[config.mk]
export PLATFORM = sky130hd
export DESIGN_NAME = coordinate_descent_gain_tuner
export DESIGN_NICKNAME = d
export VERILOG_FILES = /design/src/rtl/cdgt_pkg.sv /design/src/rtl/coordinate_descent_gain_tuner.sv /design/src/rtl/cdgt_update.sv
export SDC_FILE = /design/constraint.sdc
export NUM_CORES = 2
export LEC_CHECK = 0
export ABC_AREA = 1
export BUFFER_PORTS_ARGS = -buffer_cell sky130_fd_sc_hd__clkbuf_2
export CORE_AREA = 2 2 360 362
export DETAILED_ROUTE_END_ITERATION = 16
export DIE_AREA = 0 0 362 364
export PLACE_DENSITY = 0.78
export SLEW_MARGIN = 5
export SYNTH_ARGS = -nofsm -noshare
export SYNTH_HDL_FRONTEND = slang
export SYNTH_SLANG_ARGS = --single-unit
[constraint.sdc]
create_clock -name clk_i -period 11.54 [get_ports clk_i]
set_input_delay 1.154 -clock clk_i [delete_from_list [all_inputs] [get_ports clk_i]]
set_output_delay 1.154 -clock clk_i [all_outputs]
set_load 0.005 [all_outputs]
[src/rtl/cdgt_pkg.sv]
// ----------------------------------------------------------------------------
// Gain tuner package
// Types, constants and arithmetic helpers shared by the tuner modules.
// ----------------------------------------------------------------------------
package cdgt_pkg;

  localparam int unsigned NumGains = 3;

  // Trial phase, one-hot inside the block.
  typedef enum logic [2:0] {
    PH_FIRST = 3'b001,
    PH_POS   = 3'b010,
    PH_NEG   = 3'b100
  } phase_e;

  // Configuration register indexes.
  typedef enum logic [2:0] {
    CFG_GAIN_P    = 3'd0,
    CFG_GAIN_I    = 3'd1,
    CFG_GAIN_D    = 3'd2,
    CFG_STEP_P    = 3'd3,
    CFG_STEP_I    = 3'd4,
    CFG_STEP_D    = 3'd5,
    CFG_STEP_LOW  = 3'd6,
    CFG_STEP_HIGH = 3'd7
  } cfg_idx_e;

  localparam logic [1:0] IDX_FIRST = 2'd0;
  localparam logic [1:0] IDX_LAST  = 2'd2;

  // Q16.16 step multipliers: 1.1, 1.05, 0.9.
  localparam logic [16:0] K_WIDEN_POS = 17'd72090;
  localparam logic [16:0] K_WIDEN_NEG = 17'd68813;
  localparam logic [16:0] K_SHRINK    = 17'd58982;

  // 1.0 in Q16.16; step sum limit: 100 * sum < 2^24 holds exactly for sum <= 167772.
  localparam logic [31:0] COST_ONE     = 32'h0001_0000;
  localparam logic [33:0] STEP_SUM_MAX = 34'd167772;

  localparam logic [31:0] RST_GAIN_P    = 32'd3355443;
  localparam logic [31:0] RST_GAIN_I    = 32'd67109;
  localparam logic [31:0] RST_GAIN_D    = 32'd50331648;
  localparam logic [31:0] RST_STEP      = 32'd1677722;
  localparam logic [31:0] RST_STEP_LOW  = 32'h0000_0000;
  localparam logic [31:0] RST_STEP_HIGH = 32'hFFFF_FFFF;
  localparam logic [31:0] RST_BEST      = 32'hFFFF_FFFF;

  localparam logic [1:0] PHASE_CODE_FIRST = 2'd0;
  localparam logic [1:0] PHASE_CODE_POS   = 2'd1;
  localparam logic [1:0] PHASE_CODE_NEG   = 2'd2;
  localparam logic [1:0] PHASE_CODE_BAD   = 2'd3;

  typedef logic [NumGains-1:0][31:0] word3_t;

  typedef struct packed {
    word3_t      gain;
    word3_t      step;
    logic [31:0] best;
    logic [1:0]  idx;
    phase_e      phase;
  } tune_state_t;

  function automatic logic [1:0] phase_code(phase_e p);
    logic [1:0] c;
    unique case (p)
      PH_FIRST: c = PHASE_CODE_FIRST;
      PH_POS:   c = PHASE_CODE_POS;
      PH_NEG:   c = PHASE_CODE_NEG;
      default:  c = PHASE_CODE_BAD;
    endcase
    return c;
  endfunction

  // Clamp to the signed 32-bit range.
  function automatic logic [31:0] sat_gain(logic signed [34:0] v);
    logic [31:0] r;
    if (v > 35'sd2147483647) begin
      r = 32'h7FFF_FFFF;
    end else if (v < -35'sd2147483648) begin
      r = 32'h8000_0000;
    end else begin
      r = v[31:0];
    end
    return r;
  endfunction

  // (step * k) >> 16, truncating, saturating at all ones.
  function automatic logic [31:0] scale_step(logic [31:0] s, logic [16:0] k);
    logic [48:0] p;
    logic [31:0] r;
    p = {17'b0, s} * {32'b0, k};
    if (p[48]) begin
      r = 32'hFFFF_FFFF;
    end else begin
      r = p[47:16];
    end
    return r;
  endfunction

endpackage

[src/rtl/coordinate_descent_gain_tuner.sv]
// ----------------------------------------------------------------------------
// Coordinate descent gain tuner
// Twiddle tuner for three controller gains, one trial cost per item.
// ----------------------------------------------------------------------------
// Pipeline: the cost register feeds the state update with the step multiply,
//   whose result loads the snapshot register; the completion check then loads
//   the output register.
// Throughput: one item per cycle unless the output stalls; the update is combinational.
// Reset: gains and steps load the initial register defaults, best cost goes
//   to all ones, index to the proportional gain and phase to first run.
module coordinate_descent_gain_tuner (
  input  logic               clk_i,
  input  logic               rst_ni,
  input  logic               cfg_we_i,
  input  logic [2:0]         cfg_idx_i,
  input  logic [31:0]        cfg_data_i,
  input  logic               in_valid_i,
  output logic               in_stall_o,
  input  logic [31:0]        trial_cost_i,
  output logic               out_valid_o,
  input  logic               out_stall_i,
  output logic signed [31:0] gain_p_o,
  output logic signed [31:0] gain_i_o,
  output logic signed [31:0] gain_d_o,
  output logic [31:0]        step_p_o,
  output logic [31:0]        step_i_o,
  output logic [31:0]        step_d_o,
  output logic [1:0]         tuned_index_o,
  output logic [1:0]         trial_phase_o,
  output logic [31:0]        best_cost_o,
  output logic               done_res_o
);

  cdgt_pkg::word3_t      init_gain_q, init_gain_d;
  cdgt_pkg::word3_t      init_step_q, init_step_d;
  logic [31:0]           step_low_q, step_low_d;
  logic [31:0]           step_high_q, step_high_d;
  cdgt_pkg::tune_state_t state_q, state_d;
  cdgt_pkg::tune_state_t state_nxt;

  logic                  cost_vld_q;
  logic [31:0]           cost_q;
  logic                  snap_vld_q;
  cdgt_pkg::tune_state_t snap_q;
  logic                  out_vld_q;
  cdgt_pkg::tune_state_t out_q;
  logic                  out_done_q;

  logic                  out_adv;
  logic                  snap_adv;
  logic                  in_ready;
  logic                  upd_go;
  logic [33:0]           step_sum;
  logic                  done_d;

  // Pipeline control: a stage loads when it is empty or its item moves on.
  assign out_adv    = !out_vld_q || !out_stall_i;
  assign snap_adv   = !snap_vld_q || out_adv;
  assign in_ready   = !cost_vld_q || snap_adv;
  assign upd_go     = cost_vld_q && snap_adv;
  assign in_stall_o = !in_ready;

  cdgt_update u_update (
    .cur_i  (state_q),
    .cost_i (cost_q),
    .nxt_o  (state_nxt)
  );

  always_comb begin
    init_gain_d = init_gain_q;
    init_step_d = init_step_q;
    step_low_d  = step_low_q;
    step_high_d = step_high_q;
    state_d     = state_q;
    priority if (cfg_we_i) begin
      // Before the first cost an initial value also loads the live gain or step.
      unique case (cdgt_pkg::cfg_idx_e'(cfg_idx_i))
        cdgt_pkg::CFG_GAIN_P: begin
          init_gain_d[0] = cfg_data_i;
          if (state_q.phase == cdgt_pkg::PH_FIRST) state_d.gain[0] = cfg_data_i;
        end
        cdgt_pkg::CFG_GAIN_I: begin
          init_gain_d[1] = cfg_data_i;
          if (state_q.phase == cdgt_pkg::PH_FIRST) state_d.gain[1] = cfg_data_i;
        end
        cdgt_pkg::CFG_GAIN_D: begin
          init_gain_d[2] = cfg_data_i;
          if (state_q.phase == cdgt_pkg::PH_FIRST) state_d.gain[2] = cfg_data_i;
        end
        cdgt_pkg::CFG_STEP_P: begin
          init_step_d[0] = cfg_data_i;
          if (state_q.phase == cdgt_pkg::PH_FIRST) state_d.step[0] = cfg_data_i;
        end
        cdgt_pkg::CFG_STEP_I: begin
          init_step_d[1] = cfg_data_i;
          if (state_q.phase == cdgt_pkg::PH_FIRST) state_d.step[1] = cfg_data_i;
        end
        cdgt_pkg::CFG_STEP_D: begin
          init_step_d[2] = cfg_data_i;
          if (state_q.phase == cdgt_pkg::PH_FIRST) state_d.step[2] = cfg_data_i;
        end
        cdgt_pkg::CFG_STEP_LOW:  step_low_d  = cfg_data_i;
        cdgt_pkg::CFG_STEP_HIGH: step_high_d = cfg_data_i;
        default: ;
      endcase
    end else if (upd_go) begin
      state_d = state_nxt;
    end else begin
      // Hold the tuner state while no item is updating.
      state_d = state_q;
    end
  end

  always_ff @(posedge clk_i or negedge rst_ni) begin
    if (!rst_ni) begin
      init_gain_q   <= {cdgt_pkg::RST_GAIN_D, cdgt_pkg::RST_GAIN_I, cdgt_pkg::RST_GAIN_P};
      init_step_q   <= {cdgt_pkg::RST_STEP, cdgt_pkg::RST_STEP, cdgt_pkg::RST_STEP};
      step_low_q    <= cdgt_pkg::RST_STEP_LOW;
      step_high_q   <= cdgt_pkg::RST_STEP_HIGH;
      state_q.gain  <= {cdgt_pkg::RST_GAIN_D, cdgt_pkg::RST_GAIN_I, cdgt_pkg::RST_GAIN_P};
      state_q.step  <= {cdgt_pkg::RST_STEP, cdgt_pkg::RST_STEP, cdgt_pkg::RST_STEP};
      state_q.best  <= cdgt_pkg::RST_BEST;
      state_q.idx   <= cdgt_pkg::IDX_FIRST;
      state_q.phase <= cdgt_pkg::PH_FIRST;
      cost_vld_q    <= 1'b0;
      snap_vld_q    <= 1'b0;
      out_vld_q     <= 1'b0;
    end else begin
      init_gain_q <= init_gain_d;
      init_step_q <= init_step_d;
      step_low_q  <= step_low_d;
      step_high_q <= step_high_d;
      state_q     <= state_d;
      if (in_ready) cost_vld_q <= in_valid_i;
      if (snap_adv) snap_vld_q <= cost_vld_q;
      if (out_adv)  out_vld_q  <= snap_vld_q;
    end
  end

  // Completion: small step sum, low best cost, every step inside the bounds.
  always_comb begin
    step_sum = {2'b00, snap_q.step[0]} + {2'b00, snap_q.step[1]} + {2'b00, snap_q.step[2]};
    done_d   = (step_sum <= cdgt_pkg::STEP_SUM_MAX) && (snap_q.best < cdgt_pkg::COST_ONE);
    for (int k = 0; k < cdgt_pkg::NumGains; k++) begin
      if (!(snap_q.step[k] > step_low_q && snap_q.step[k] < step_high_q)) done_d = 1'b0;
    end
  end

  // Payload registers: load with their stage, hold otherwise.
  always_ff @(posedge clk_i) begin
    if (in_ready && in_valid_i) cost_q <= trial_cost_i;
    if (upd_go) snap_q <= state_nxt;
    if (out_adv && snap_vld_q) begin
      out_q      <= snap_q;
      out_done_q <= done_d;
    end
  end

  assign out_valid_o   = out_vld_q;
  assign gain_p_o      = $signed(out_q.gain[0]);
  assign gain_i_o      = $signed(out_q.gain[1]);
  assign gain_d_o      = $signed(out_q.gain[2]);
  assign step_p_o      = out_q.step[0];
  assign step_i_o      = out_q.step[1];
  assign step_d_o      = out_q.step[2];
  assign tuned_index_o = out_q.idx;
  assign trial_phase_o = cdgt_pkg::phase_code(out_q.phase);
  assign best_cost_o   = out_q.best;
  assign done_res_o    = out_done_q;

endmodule

[src/rtl/cdgt_update.sv]
// ----------------------------------------------------------------------------
// Gain tuner update
// One twiddle step: judge a trial cost and compute the next tuner state.
// ----------------------------------------------------------------------------
module cdgt_update (
  input  cdgt_pkg::tune_state_t cur_i,
  input  logic [31:0]           cost_i,
  output cdgt_pkg::tune_state_t nxt_o
);

  typedef enum logic [1:0] {
    MV_NONE  = 2'd0,
    MV_UP    = 2'd1,
    MV_DOWN2 = 2'd2
  } move_e;

  logic        better;
  logic        finished;
  logic        scale_en;
  logic [16:0] scale_k;
  move_e       mv;
  logic [1:0]  idx_next;
  logic [31:0] step_sel;
  logic [31:0] step_scaled;

  assign better   = cost_i < cur_i.best;
  assign idx_next = (cur_i.idx == cdgt_pkg::IDX_LAST) ? cdgt_pkg::IDX_FIRST
                                                      : cur_i.idx + 2'd1;

  always_comb begin
    unique case (cur_i.idx)
      2'd1:    step_sel = cur_i.step[1];
      2'd2:    step_sel = cur_i.step[2];
      default: step_sel = cur_i.step[0];
    endcase
  end

  // Single shared scaler for the tuned step.
  assign step_scaled = cdgt_pkg::scale_step(step_sel, scale_k);

  always_comb begin
    logic signed [34:0] g_ext;
    logic signed [34:0] s_ext;
    nxt_o    = cur_i;
    finished = 1'b0;
    scale_en = 1'b0;
    scale_k  = cdgt_pkg::K_SHRINK;
    mv       = MV_NONE;

    unique case (cur_i.phase)
      cdgt_pkg::PH_FIRST: begin
        nxt_o.best  = cost_i;
        mv          = MV_UP;
        nxt_o.phase = cdgt_pkg::PH_POS;
      end
      cdgt_pkg::PH_POS: begin
        if (better) begin
          nxt_o.best = cost_i;
          scale_en   = 1'b1;
          scale_k    = cdgt_pkg::K_WIDEN_POS;
          finished   = 1'b1;
        end else begin
          mv          = MV_DOWN2;
          nxt_o.phase = cdgt_pkg::PH_NEG;
        end
      end
      cdgt_pkg::PH_NEG: begin
        finished = 1'b1;
        scale_en = 1'b1;
        if (better) begin
          nxt_o.best = cost_i;
          scale_k    = cdgt_pkg::K_WIDEN_NEG;
        end else begin
          mv      = MV_UP;
          scale_k = cdgt_pkg::K_SHRINK;
        end
      end
      default: ;
    endcase

    if (finished) begin
      nxt_o.idx   = idx_next;
      nxt_o.phase = cdgt_pkg::PH_POS;
    end

    // Lanes: the tuned gain moves by its own step, the next gain steps up on rotation.
    for (int k = 0; k < cdgt_pkg::NumGains; k++) begin
      g_ext = $signed({{3{cur_i.gain[k][31]}}, cur_i.gain[k]});
      s_ext = $signed({3'b000, cur_i.step[k]});
      if (cur_i.idx == 2'(k) && mv == MV_UP) begin
        nxt_o.gain[k] = cdgt_pkg::sat_gain(g_ext + s_ext);
      end else if (cur_i.idx == 2'(k) && mv == MV_DOWN2) begin
        nxt_o.gain[k] = cdgt_pkg::sat_gain(g_ext - (s_ext <<< 1));
      end else if (finished && idx_next == 2'(k)) begin
        nxt_o.gain[k] = cdgt_pkg::sat_gain(g_ext + s_ext);
      end
      if (cur_i.idx == 2'(k) && scale_en) begin
        nxt_o.step[k] = step_scaled;
      end
    end
  end

endmodule

==> results.py <==
metrics = {
    "worst_setup_path": {
        "crit_path_max_fanout": 33,
        "cp_common_cell": "fa_1",
        "cp_data_arrival_time_ps": 10880,
        "cp-end-kind": "flop",
        "startpoint_type": "flop",
        "worstSetupPathType": "flop to flop",
        "slowest_stage": "nor2_1",
        "max_stage_delay_ps": 690,
        "cp.required_ps": 12160,
        "rrSetupSlack_ps": 1280,
    },
    "timing": {
        "slew_viol_final": 0,
        "skew_ps": 22.9,
        "setup_tns_ps": 0,
        "relSlewSlack_pct": 10.7,
        "rsz0062_at_grt": "false",
        "setup_viol": 0,
        "finalHoldViolCount": 0,
        "post-route-period-util_pct": 88.9,
        "worst_pin_slew_ps": 1330,
        "period_needed_ps": 10260,
        "fmax_ghz": 0.0975,
    },
    "clocking": {
        "root_buffer": "clkbuf_16",
        "cts_tree": "built",
        "htreeDepth": 3,
        "numCtsBuffers": 80,
        "clk_path_buf_depth": 3,
        "cts_setup_buffers": 0,
        "cts_resized": 0,
        "ctsHoldBuffers": 0,
        "clk_pin_slew_worst_paths_ps": 70,
        "insertion_delay_ps": 700,
        "cts_sinks": 787,
    },
    "synthesis": {
        "async_flop_share_pct": 37.6,
        "ys_top_cells_by_count": "nand2_1 (2202), inv_1 (1306), nor2_1 (944)",
        "yosysSeqAreaShare_pct": 30.3,
        "ys_seq_elements": 787,
        "yosysWarnings": 0,
        "synthDistinctLibCells": 68,
        "syn_nets": 10300,
        "synth_edf_count": 491,
        "synth_top_area_cell": "edfxtp_1",
        "ys_top_cells_by_area": "edfxtp_1 (20%), fa_1 (12%), nand2_1 (11%)",
        "synth.most_common_cell": "nand2_1",
        "synth_area_per_cell_um2": 7.99,
        "synth_top_area_share_pct": 20.1,
        "syn_area_um2": 73500,
        "synth_top_flop_cell": "edfxtp_1",
        "synthCells": 9200,
    },
    "floorplan": {
        "start_util_pct": 57.3,
        "fp.dieW_um": 362,
        "die_h_um": 364,
        "num_rows": 132,
        "core-area_um2": 128000,
        "dieArea_um2": 132000,
        "io_pins": 303,
    },
    "hold_path": {
        "worstHoldPathType": "primary input to async pin",
    },
    "grt": {
        "grt_pass1_vias": 64500,
        "grt_pass1_wl_mm": 418,
        "overflow": 0,
        "grt_max_degree": 143,
        "grt_util_all_layers_pct": 43.2,
        "antenna_found_initial": 22,
    },
    "run_status": {
        "status": "finished clean",
    },
    "detailed_routing": {
        "wl_per_cell_um": 26.4,
        "avgViaCountPerCell": 6.04,
        "drc_errors": 0,
        "dr.pass1.iters": 9,
        "antenna_left": 0,
        "drtIter0Drc": 8604,
        "vias": 66000,
        "wl_mm": 288,
    },
    "placed_design": {
        "gp_congestion": 1.05,
        "port-buffer-count": 302,
        "hpwlAfterDp_mm": 231,
    },
    "cells_and_area": {
        "drive_gt1_share_pct": 11.0,
        "fill_cells": 11600,
        "area_delta_synth_final_pct": 5.37,
        "fin_nets": 10300,
    },
    "job": {
        "cap_violations": 0,
    },
}
-- logic make-up (layout without fill, tap and decap cells) --
logic type / count (synthesis) / count (layout) / synth area share (%)
AND/OR/NAND/NOR: 3992 / 3992 / 22.8
buffers and inverters: 1800 / 1841 / 10.9
AO/OA/AOI/OAI: 1376 / 1376 / 11.2
adder cells (fa/ha/maj): 1047 / 1047 / 22.4
flip-flops: 787 / 787 / 30.3
XOR/XNOR: 196 / 196 / 2.34
other: 1 / 8 / 0.00510
multiplexers: 1 / 1 / 0.0153
-- critical path: cells and delay by family (launching register included) --
family          cells  cell delay, ps
compound gates      5             960
simple gates       17            3440
flops               1             520
fa+ha+maj           8            3760
buf+inv             7            1420
-- cell type report --
class	instances	area, µm²	share of cell area (%)
clock buffer	102	2220	2.86
clock inverter	47	528	0.681
inverter	1329	5000	6.45
timing repair buffer	363	1990	2.57
sequential	787	22300	28.8
antenna	7	17.5	0.0226
multi-input combinational	6613	43300	55.9
tap	1675	2100	2.70
-- state kept, by name, indices dropped and copies added (netlist names), 3 cells and up --
signal,flops
step_d_o,32
best_cost_o,32
step_i_o,32
step_high_q,32
gain_d_o,32
snap_q,229
state_q,229
cost_q,32
gain_p_o,32
gain_i_o,32
step_p_o,32
out_q,3
step_low_q,32
-- metrics by stage --
stage	instances	hold slack (ps)	util (%)	area, µm²	setup WS [ps]
2_1_floorplan	9200	400	-	73500	3250
5_1_grt	10900	406	60.4	77500	810
4_1_cts	10900	377	60.4	77500	1350
3_5_place_dp	10800	405	58.2	74700	1390
3_3_place_gp	10800	400	58.2	74700	1570
6_report	10900	379	60.4	77500	1280
-- path summary, 6_finish.rpt --
kind	end	cells after the start	startpoint
max in group asynchronous	state_q[209]	3	rst_ni
setup reg to reg	state_q[111]	37	state_q[36]
setup / recovery	state_q[111]	37	state_q[36]
hold reg to reg	best_cost_o[12]	0	snap_q[17]
min in group clk_i	best_cost_o[12]	0	snap_q[17]
hold / removal	state_q[178]	1	rst_ni
-- per-layer routing --
metal	global-route usage [%]	part of all wire, %	up-vias	wire length, µm
met2	66.7	44	4082	126000
met5	0	0.052	-	150
met4	23.3	6.4	24	18300
li1	-	-	29400	-
met1	55.8	38	31700	109000
met3	11.1	12	760	34700
-- cell usage in the layout (no fill, tap or decap), drive strengths merged, types with 4 or more instances in the layout --
| cell type | netlist | final |
|---|---|---|
| clkinvlp | 0 | 4 |
| diode | 0 | 7 |
| inv | 1326 | 1330 |
| edfxtp | 491 | 491 |
| fa | 452 | 452 |
| o211ai | 45 | 45 |
| a21o | 44 | 44 |
| a31oi | 21 | 21 |
| dfrtp | 178 | 178 |
| nand4 | 56 | 56 |
| and3 | 6 | 6 |
| a31o | 11 | 11 |
| o21bai | 32 | 32 |
| o221ai | 32 | 32 |
| or2 | 19 | 19 |
| xnor2 | 54 | 54 |
| ha | 595 | 595 |
| nor2 | 985 | 985 |
| xor2 | 142 | 142 |
| o21a | 29 | 29 |
| bufinv | 0 | 7 |
| nor4 | 17 | 17 |
| o21ai | 382 | 382 |
| clkinv | 3 | 35 |
| nor3 | 78 | 78 |
| and2 | 34 | 34 |
| dfstp | 118 | 118 |
| buf | 364 | 62 |
| clkbuf | 107 | 403 |
| nand2b | 4 | 4 |
| nand3b | 18 | 18 |
| nand3 | 445 | 445 |
| a21oi | 712 | 712 |
| nand2 | 2326 | 2326 |
| a21boi | 56 | 56 |
Power is left out: the tool's default activity adds up to more than one toggle a clock period on the data nets, which glitch-free logic cannot reach.
